**config.mk**
```make
export PLATFORM = sky130hd
export DESIGN_NAME = calendar_date_stepper_unit
export DESIGN_NICKNAME = d
export VERILOG_FILES = /design/src/design/cds_pkg.sv /design/src/design/cds_step_unit.sv /design/src/design/cds_check.sv /design/src/design/calendar_date_stepper_unit.sv
export VERILOG_INCLUDE_DIRS = /design/src /design/src/design
export SDC_FILE = /design/constraint.sdc
export NUM_CORES = 1
export LEC_CHECK = 0
export ABC_AREA = 1
export BUFFER_PORTS_ARGS = -buffer_cell sky130_fd_sc_hd__buf_4
export CORE_MARGIN = 3
export CORE_UTILIZATION = 35
export DETAILED_ROUTE_END_ITERATION = 8
export SYNTH_ARGS = -nofsm -noshare
export SYNTH_HDL_FRONTEND = slang
export SYNTH_HIERARCHICAL = 1
export SYNTH_SLANG_ARGS = --single-unit
```
**constraint.sdc**
```tcl
create_clock -name clk -period 8.2 [get_ports clk]
set_clock_uncertainty 0.2 [all_clocks]
set_input_delay 0.41 -clock clk [delete_from_list [all_inputs] [get_ports clk]]
set_output_delay 0.41 -clock clk [all_outputs]
set_load 0.03 [all_outputs]
```
**src/design/assert_macros.svh**
```systemverilog
// assertion macros shared by the calendar date stepper rtl
// no dependencies; compiled out when SYNTHESIS is defined
`ifndef ASSERT_MACROS_SVH
`define ASSERT_MACROS_SVH

`ifndef SYNTHESIS

// same-cycle implication
`define ASSERT_IMPLIES(label, clk, rst_n, ante, cons, msg) \
    label: assert property (@(posedge clk) disable iff (!rst_n) (ante) |-> (cons)) \
        else $error(msg);

// next-cycle implication
`define ASSERT_NEXT(label, clk, rst_n, ante, cons, msg) \
    label: assert property (@(posedge clk) disable iff (!rst_n) (ante) |=> (cons)) \
        else $error(msg);

`else

`define ASSERT_IMPLIES(label, clk, rst_n, ante, cons, msg)
`define ASSERT_NEXT(label, clk, rst_n, ante, cons, msg)

`endif

`endif

```
**src/design/cds_pkg.sv**
```systemverilog
// shared types, constants and calendar functions for the date stepper
// no dependencies
package cds_pkg;

    localparam int DAY_W   = 5;
    localparam int MONTH_W = 4;
    localparam int YEAR_W  = 12;
    localparam int COUNT_W = 12;
    localparam int CFG_IDX_W  = 2;
    localparam int CFG_DATA_W = 12;

    localparam logic [YEAR_W-1:0]  YEAR_MAX  = 12'd4095;
    localparam logic [COUNT_W-1:0] COUNT_MAX = 12'd4095;
    localparam logic [YEAR_W-1:0]  YEAR_MIN  = 12'd1900;
    localparam logic [MONTH_W-1:0] MONTHS    = 4'd12;
    localparam logic [MONTH_W-1:0] FEB       = 4'd2;
    localparam logic [DAY_W-1:0]   FEB_LEAP_LEN = 5'd29;
    localparam logic [DAY_W-1:0]   ODD_MONTH_LEN = 5'd31;

    // modular inverse of 25 mod 2^12: y is a multiple of 25 exactly when
    // y * INV25 (mod 2^12) lands at or below 4095 / 25
    localparam logic [YEAR_W-1:0] INV25       = 12'd3113;
    localparam logic [YEAR_W-1:0] DIV25_LIMIT = 12'd163;

    localparam logic [DAY_W-1:0]   RESET_LATEST_DAY   = 5'd1;
    localparam logic [MONTH_W-1:0] RESET_LATEST_MONTH = 4'd1;
    localparam logic [YEAR_W-1:0]  RESET_LATEST_YEAR  = 12'd2000;

    typedef enum logic [1:0] {
        ACT_LOAD = 2'd0,
        ACT_ADD  = 2'd1,
        ACT_SUB  = 2'd2,
        ACT_NONE = 2'd3
    } action_t;

    typedef enum logic [CFG_IDX_W-1:0] {
        CFG_LATEST_DAY   = 2'd0,
        CFG_LATEST_MONTH = 2'd1,
        CFG_LATEST_YEAR  = 2'd2,
        CFG_UNUSED       = 2'd3
    } cfg_idx_t;

    // year first so a packed compare orders dates
    typedef struct packed {
        logic [YEAR_W-1:0]  year;
        logic [MONTH_W-1:0] month;
        logic [DAY_W-1:0]   day;
    } date_t;

    typedef struct packed {
        logic not_after;
        logic earlier;
        logic valid;
    } flags_t;

    function automatic logic is_leap(input logic [YEAR_W-1:0] y);
        logic [2*YEAR_W-1:0] full;
        logic                div25;
        full  = y * INV25;
        div25 = (full[YEAR_W-1:0] <= DIV25_LIMIT);
        // div by 4 but not 100, or div by 400 (= div by 16 and 25)
        return ((y[1:0] == 2'b00) && !div25) || ((y[3:0] == 4'b0000) && div25);
    endfunction

    function automatic logic [DAY_W-1:0] month_len(input logic [MONTH_W-1:0] m);
        logic [DAY_W-1:0] len;
        case (m)
            4'd1:    len = 5'd31;
            4'd2:    len = 5'd28;
            4'd3:    len = 5'd31;
            4'd4:    len = 5'd30;
            4'd5:    len = 5'd31;
            4'd6:    len = 5'd30;
            4'd7:    len = 5'd31;
            4'd8:    len = 5'd31;
            4'd9:    len = 5'd30;
            4'd10:   len = 5'd31;
            4'd11:   len = 5'd30;
            4'd12:   len = 5'd31;
            default: len = ODD_MONTH_LEN;
        endcase
        return len;
    endfunction

    function automatic logic [DAY_W-1:0] days_in(input logic [MONTH_W-1:0] m,
                                                 input logic [YEAR_W-1:0] y);
        logic [DAY_W-1:0] len;
        if (m == FEB && is_leap(y))
            len = FEB_LEAP_LEN;
        else
            len = month_len(m);
        return len;
    endfunction

endpackage

```
**src/design/cds_step_unit.sv**
```systemverilog
// one-day step unit: moves a date one day forward or back
// depends on cds_pkg
module cds_step_unit (
    input  logic          back,
    input  cds_pkg::date_t cur,
    output cds_pkg::date_t nxt,
    output logic          ok
);
    import cds_pkg::*;

    logic                wrap;
    logic [MONTH_W-1:0]  sel_month;
    logic [YEAR_W-1:0]   sel_year;
    logic [DAY_W-1:0]    len;

    always_comb
    begin
        wrap = (cur.month <= 4'd1);
        // backward steps need the length of the previous month
        if (back)
        begin
            sel_month = wrap ? MONTHS : cur.month - 4'd1;
            sel_year  = wrap ? cur.year - 12'd1 : cur.year;
        end
        else
        begin
            sel_month = cur.month;
            sel_year  = cur.year;
        end
        len = days_in(sel_month, sel_year);

        nxt = cur;
        ok  = 1'b1;
        if (!back)
        begin
            if (cur.day >= len)
            begin
                if (cur.month >= MONTHS)
                begin
                    if (cur.year >= YEAR_MAX)
                        ok = 1'b0;
                    else
                    begin
                        nxt.year  = cur.year + 12'd1;
                        nxt.month = 4'd1;
                        nxt.day   = 5'd1;
                    end
                end
                else
                begin
                    nxt.month = cur.month + 4'd1;
                    nxt.day   = 5'd1;
                end
            end
            else
                nxt.day = cur.day + 5'd1;
        end
        else
        begin
            if (cur.day <= 5'd1)
            begin
                if (wrap && cur.year == '0)
                    ok = 1'b0;
                else
                begin
                    nxt.year  = sel_year;
                    nxt.month = sel_month;
                    nxt.day   = len;
                end
            end
            else
                nxt.day = cur.day - 5'd1;
        end
    end

endmodule

```
**src/design/cds_check.sv**
```systemverilog
// date compare and validity check on the stored date
// depends on cds_pkg
module cds_check (
    input  cds_pkg::date_t  cur,
    input  cds_pkg::date_t  ref_date,
    input  cds_pkg::date_t  latest,
    output cds_pkg::flags_t flags
);
    import cds_pkg::*;

    logic [DAY_W-1:0] len;

    always_comb
    begin
        len             = days_in(cur.month, cur.year);
        flags.not_after = (cur <= ref_date);
        flags.earlier   = (cur < ref_date);
        flags.valid     = (cur.year >= YEAR_MIN)
                       && (cur.month >= 4'd1) && (cur.month <= MONTHS)
                       && (cur.day >= 5'd1) && (cur.day <= len)
                       && (cur <= latest);
    end

endmodule

```
**src/design/calendar_date_stepper_unit.sv**
```systemverilog
// Calendar date stepper: holds one day/month/year date and loads it or moves
// it forward or back by day_count days (Gregorian leap years, year held in
// 0..4095). One request is taken at a time. A load or unused action passes
// through the step state with a zero count; an add or subtract counts
// day_count down there, since the shared step unit advances the date one
// day per clock, stopping at the year range. The request side stalls from
// acceptance until the result is taken. Configuration writes are always
// ready and take effect at once; write them only while no request is open.
// depends on cds_pkg, cds_step_unit, cds_check and assert_macros.svh
`include "assert_macros.svh"

module calendar_date_stepper_unit (
    input  logic                              clk,
    input  logic                              rst_n,
    // request channel
    input  logic                              req_valid,
    output logic                              req_stall,
    input  logic [1:0]                        action,
    input  logic [cds_pkg::DAY_W-1:0]         in_day,
    input  logic [cds_pkg::MONTH_W-1:0]       in_month,
    input  logic [cds_pkg::YEAR_W-1:0]        in_year,
    input  logic [cds_pkg::COUNT_W-1:0]       day_count,
    // result channel
    output logic                              res_valid,
    input  logic                              res_stall,
    output logic [cds_pkg::DAY_W-1:0]         out_day,
    output logic [cds_pkg::MONTH_W-1:0]       out_month,
    output logic [cds_pkg::YEAR_W-1:0]        out_year,
    output logic                              not_after_input,
    output logic                              before_input,
    output logic                              date_valid,
    // configuration write
    input  logic                              cfg_valid,
    output logic                              cfg_ready,
    input  logic [cds_pkg::CFG_IDX_W-1:0]     cfg_index,
    input  logic [cds_pkg::CFG_DATA_W-1:0]    cfg_data
);
    import cds_pkg::*;

    typedef enum logic [2:0] {
        ST_IDLE = 3'b001,
        ST_STEP = 3'b010,
        ST_SHOW = 3'b100
    } state_t;

    state_t               state_reg, state_next;
    date_t                cur_reg, cur_next;
    date_t                latest_reg, latest_next;
    logic [COUNT_W-1:0]   cnt_reg, cnt_next;
    date_t                cmp_reg, cmp_next;
    logic                 back_reg, back_next;
    date_t                res_date_reg, res_date_next;
    flags_t               res_flags_reg, res_flags_next;

    logic                 req_accept;
    logic                 cfg_write;
    date_t                in_date;
    date_t                step_date;
    logic                 step_ok;
    flags_t               flags;
    logic [COUNT_W-1:0]   count_clamped;

    assign in_date   = '{year: in_year, month: in_month, day: in_day};
    assign req_stall = (state_reg != ST_IDLE);
    assign req_accept = req_valid && !req_stall;
    assign cfg_ready = 1'b1;
    assign cfg_write = cfg_valid && cfg_ready;
    assign count_clamped = (day_count > COUNT_MAX) ? COUNT_MAX : day_count;

    cds_step_unit u_step (
        .back (back_reg),
        .cur  (cur_reg),
        .nxt  (step_date),
        .ok   (step_ok)
    );

    cds_check u_check (
        .cur      (cur_reg),
        .ref_date (cmp_reg),
        .latest   (latest_reg),
        .flags    (flags)
    );

    always_comb
    begin
        state_next     = state_reg;
        cur_next       = cur_reg;
        cnt_next       = cnt_reg;
        cmp_next       = cmp_reg;
        back_next      = back_reg;
        res_date_next  = res_date_reg;
        res_flags_next = res_flags_reg;
        latest_next    = latest_reg;

        if (cfg_write)
        begin
            case (cfg_index)
                CFG_LATEST_DAY:   latest_next.day   = cfg_data[DAY_W-1:0];
                CFG_LATEST_MONTH: latest_next.month = cfg_data[MONTH_W-1:0];
                CFG_LATEST_YEAR:  latest_next.year  = cfg_data[YEAR_W-1:0];
                default:          latest_next       = latest_reg;
            endcase
        end

        case (state_reg)
            ST_IDLE:
            begin
                if (req_accept)
                begin
                    cmp_next   = in_date;
                    back_next  = (action == ACT_SUB);
                    cnt_next   = '0;
                    state_next = ST_STEP;
                    case (action)
                        ACT_LOAD: cur_next = in_date;
                        ACT_ADD:  cnt_next = count_clamped;
                        ACT_SUB:  cnt_next = count_clamped;
                        default:  cnt_next = '0;
                    endcase
                end
            end
            ST_STEP:
            begin
                // a step past the year range ends the request early
                if (cnt_reg == '0 || !step_ok)
                begin
                    res_date_next  = cur_reg;
                    res_flags_next = flags;
                    state_next     = ST_SHOW;
                end
                else
                begin
                    cur_next = step_date;
                    cnt_next = cnt_reg - 12'd1;
                end
            end
            ST_SHOW:
            begin
                if (!res_stall)
                    state_next = ST_IDLE;
            end
            default:
            begin
                state_next = ST_IDLE;
            end
        endcase
    end

    always_ff @(posedge clk or negedge rst_n)
    begin
        if (!rst_n)
        begin
            state_reg  <= ST_IDLE;
            cur_reg    <= '0;
            cnt_reg    <= '0;
            latest_reg <= '{year: RESET_LATEST_YEAR, month: RESET_LATEST_MONTH,
                            day: RESET_LATEST_DAY};
        end
        else
        begin
            state_reg  <= state_next;
            cur_reg    <= cur_next;
            cnt_reg    <= cnt_next;
            latest_reg <= latest_next;
        end
    end

    always_ff @(posedge clk)
    begin
        cmp_reg       <= cmp_next;
        back_reg      <= back_next;
        res_date_reg  <= res_date_next;
        res_flags_reg <= res_flags_next;
    end

    assign res_valid       = (state_reg == ST_SHOW);
    assign out_day         = res_date_reg.day;
    assign out_month       = res_date_reg.month;
    assign out_year        = res_date_reg.year;
    assign not_after_input = res_flags_reg.not_after;
    assign before_input    = res_flags_reg.earlier;
    assign date_valid      = res_flags_reg.valid;

    `ASSERT_IMPLIES(a_no_req_with_result, clk, rst_n, res_valid, req_stall, "request taken while result pending")
    `ASSERT_NEXT(a_count_down, clk, rst_n, (state_reg == ST_STEP) && (cnt_reg != '0) && step_ok, cnt_reg == $past(cnt_reg) - 12'd1, "step counter did not count down")
    `ASSERT_NEXT(a_load_stores, clk, rst_n, req_accept && (action == ACT_LOAD), cur_reg == $past(in_date), "load did not store the request date")
    `ASSERT_NEXT(a_result_once, clk, rst_n, res_valid && !res_stall, !res_valid, "result shown twice")

endmodule

```
==> results.json <==
{
  "status": "completed",
  "place_congestion": 0.9563,
  "nets": 1432,
  "cts_setup_buffers": 0,
  "timing.max_cap.violations": 0,
  "start_util_pct": 35.67,
  "whs_ps": 50.21,
  "syn_nets": 1359,
  "die_height_microns": 166.4,
  "switching_share_pct": 53.58,
  "crit_fanout": 24,
  "vias_per_cell": 5.093,
  "track_usage_pct": 17.60,
  "root_buffer": "clkbuf_16",
  "synth_top_area_cell": "edfxtp_1",
  "hold_end": "cmp_reg[8]",
  "clk_pin_slew_worst_paths_ps": 70,
  "numCtsBuffers": 9,
  "grt_pass1_wl_microns": 40140,
  "r2r_end": "not_after_input",
  "tns_ps": 0,
  "rr_worst_depth": 38,
  "p_int_uw": 2013,
  "grt_max_degree": 58,
  "cp.required_ps": 8110,
  "power_density_mw_per_mm2": 425.6,
  "diodes": 0,
  "slowest_stage": "dfrtp_1",
  "drt-initial-drc-count": 723,
  "critPathMaxStageDelay_ps": 550,
  "htree_levels": 3,
  "arrival_ps": 7360,
  "grt.overflow.total": 0,
  "placed_area_sq_mm": 0.009898,
  "max_slew_margin_pct": 39.10,
  "p_leak_uw": 0.005179,
  "clock.fmax_ghz": 0.1343,
  "area_delta_synth_final_pct": 13.14,
  "synth_edf_count": 46,
  "critical_path.endpoint_type": "flip-flop",
  "syn-cell-area_sq_mm": 0.009009,
  "wl_per_cell_microns": 15.51,
  "firstDrtPassIters": 5,
  "ys_top_cells_by_count": "nand2_1, inv_1, ha_1, nor2_1",
  "maxSlewViolCount": 0,
  "synthFlopType": "dfrtp_1",
  "cts.sinks": 103,
  "drt_wl_total_microns": 24780,
  "clkPwrFrac_pct": 9.7,
  "ys_seq_area_share_pct": 31.29,
  "power_frac_seq_pct": 21.0,
  "dieArea_sq_mm": 0.02770,
  "grt_pass1_vias": 7772,
  "design.core.area_sq_mm": 0.02525,
  "insertion_delay_ps": 350,
  "worst_pin_slew_ps": 911.4,
  "hold_start": "in_month[3]",
  "yosysMostFrequentCell": "nand2_1",
  "io_pins": 81,
  "dp_hpwl_microns": 18680,
  "fill_cells": 2635,
  "cts_max_path_buffers": 2,
  "ys_ff_latch": 103,
  "synth_area_leaders": "edfxtp_1, ha_1, dfrtp_1",
  "avgSynthCellArea_sq_um": 7.570,
  "syn-instance-count": 1190,
  "portBuffers": 79,
  "ys_async_sr_fraction_pct": 55.34,
  "irDropWorstVdd_mv": 0.2060,
  "synth_cell_types": 57,
  "drive_above_1_share_pct": 15.14,
  "ant_nets": 0,
  "die_w_microns": 166.4,
  "min_path_cells": 1,
  "crit_type": "flip-flop to flip-flop",
  "rsz0062_at_grt": "false",
  "fp-row-count": 58,
  "finalHoldViolCount": 0,
  "reg2reg_from": "cur_reg[5]",
  "setup_viol": 0,
  "layout_min_cycle_time_ps": 7447,
  "fin_crit_sh_pct": 90.81,
  "antenna_found_initial": 0,
  "p_switching_uw": 2324,
  "fin_area_sq_mm": 0.01019,
  "yosys_warnings": 6,
  "cts_tree": "done",
  "drc_errors": 0,
  "power_frac_comb_pct": 69.4,
  "setup.worst_path.start_class": "flip-flop",
  "reg2reg_slack_ps": 750,
  "yosysTopAreaCellShare_pct": 15.33,
  "vias": 8139,
  "hp-class": "input pin to flip-flop"
}
-- per-stage QoR --
step	std cells	total power, uW	util (%)	setup WS [ps]
2_1_floorplan	1190	3184	-	1772
3_3_place_gp	1581	3855	39.19	868.2
3_5_place_dp	1581	3912	39.19	711.3
4_1_cts	1598	4348	40.36	691.4
5_1_grt	1598	4858	40.36	23.26
6_report	1598	4337	40.36	753.4
-- critical path, delay by kind of cell (launching register included) --
| kind | cells | cell delay [ps] |
|---|---|---|
| simple gates | 19 | 2230 |
| compound gates | 4 | 660 |
| fa+ha+maj | 6 | 1710 |
| buf+inv | 7 | 1300 |
| flops | 1 | 550 |
| xor+xnor | 2 | 550 |
-- power by group through the flow --
| stage | Sequential (uW) | Combinational [uW] | Clock [uW] |
|---|---|---|---|
| floorplan | 875 | 2310 | 0 |
| global placement | 920 | 2940 | 0 |
| detailed placement | 920 | 2990 | 0 |
| CTS | 910 | 3010 | 426 |
| global route | 933 | 3470 | 450 |
| finish | 909 | 3010 | 420 |
-- what timing repair did --
action	4_1_cts	5_1_grt
hold buffers	1	0
setup endpoints to repair	0	8
gates resized for setup	0	1
hold endpoints to repair	48	0
-- cell type report --
type	count	area [sq um]	area share (%)
Timing Repair Buffer	94	708.2	6.948
Multi-Input combinational cell	859	5233	51.34
Clock buffer	9	225.2	2.210
Sequential cell	103	2819	27.66
Inverter	196	735.7	7.218
Tap cell	330	412.9	4.051
Clock inverter	7	58.81	0.5770
-- kinds of logic after synthesis --
kind of cell    Yosys count  synth area share, %
compound gates          169                10.18
xor+xnor                 20                1.944
fa+ha+maj               115                16.89
buf+inv                 228                10.65
flops                   103                31.29
mux                       7               0.8750
other cells               1              0.04163
simple gates            547                28.13
-- routing by layer --
layer | share of wire (%) | global-route usage, %
met1 | 46 | 24.16
met4 | 2.0 | 4.017
met5 | 0 | 0
met2 | 47 | 29.56
met3 | 5.1 | 2.563
-- cells in the final DEF (no fill, tap or decap), types with 42 or more instances in the layout --
cell,count
a21oi_1,64
buf_4,93
dfrtp_1,48
edfxtp_1,46
ha_1,104
inv_1,175
nand2_1,314
nand3_1,64
nand4_1,42
nor2_1,64
o21ai_0,63
-- worst max-delay path by stage --
stage                 endpoint       start
6_report       not_after_input  cur_reg[5]
5_1_grt           out_month[2]  cur_reg[5]
4_1_cts             out_day[4]  cur_reg[5]
3_5_place_dp        out_day[4]  cur_reg[5]
3_3_place_gp        out_day[4]  cur_reg[5]
2_1_floorplan     before_input  cur_reg[5]
Power figures use the tool's default switching activity.
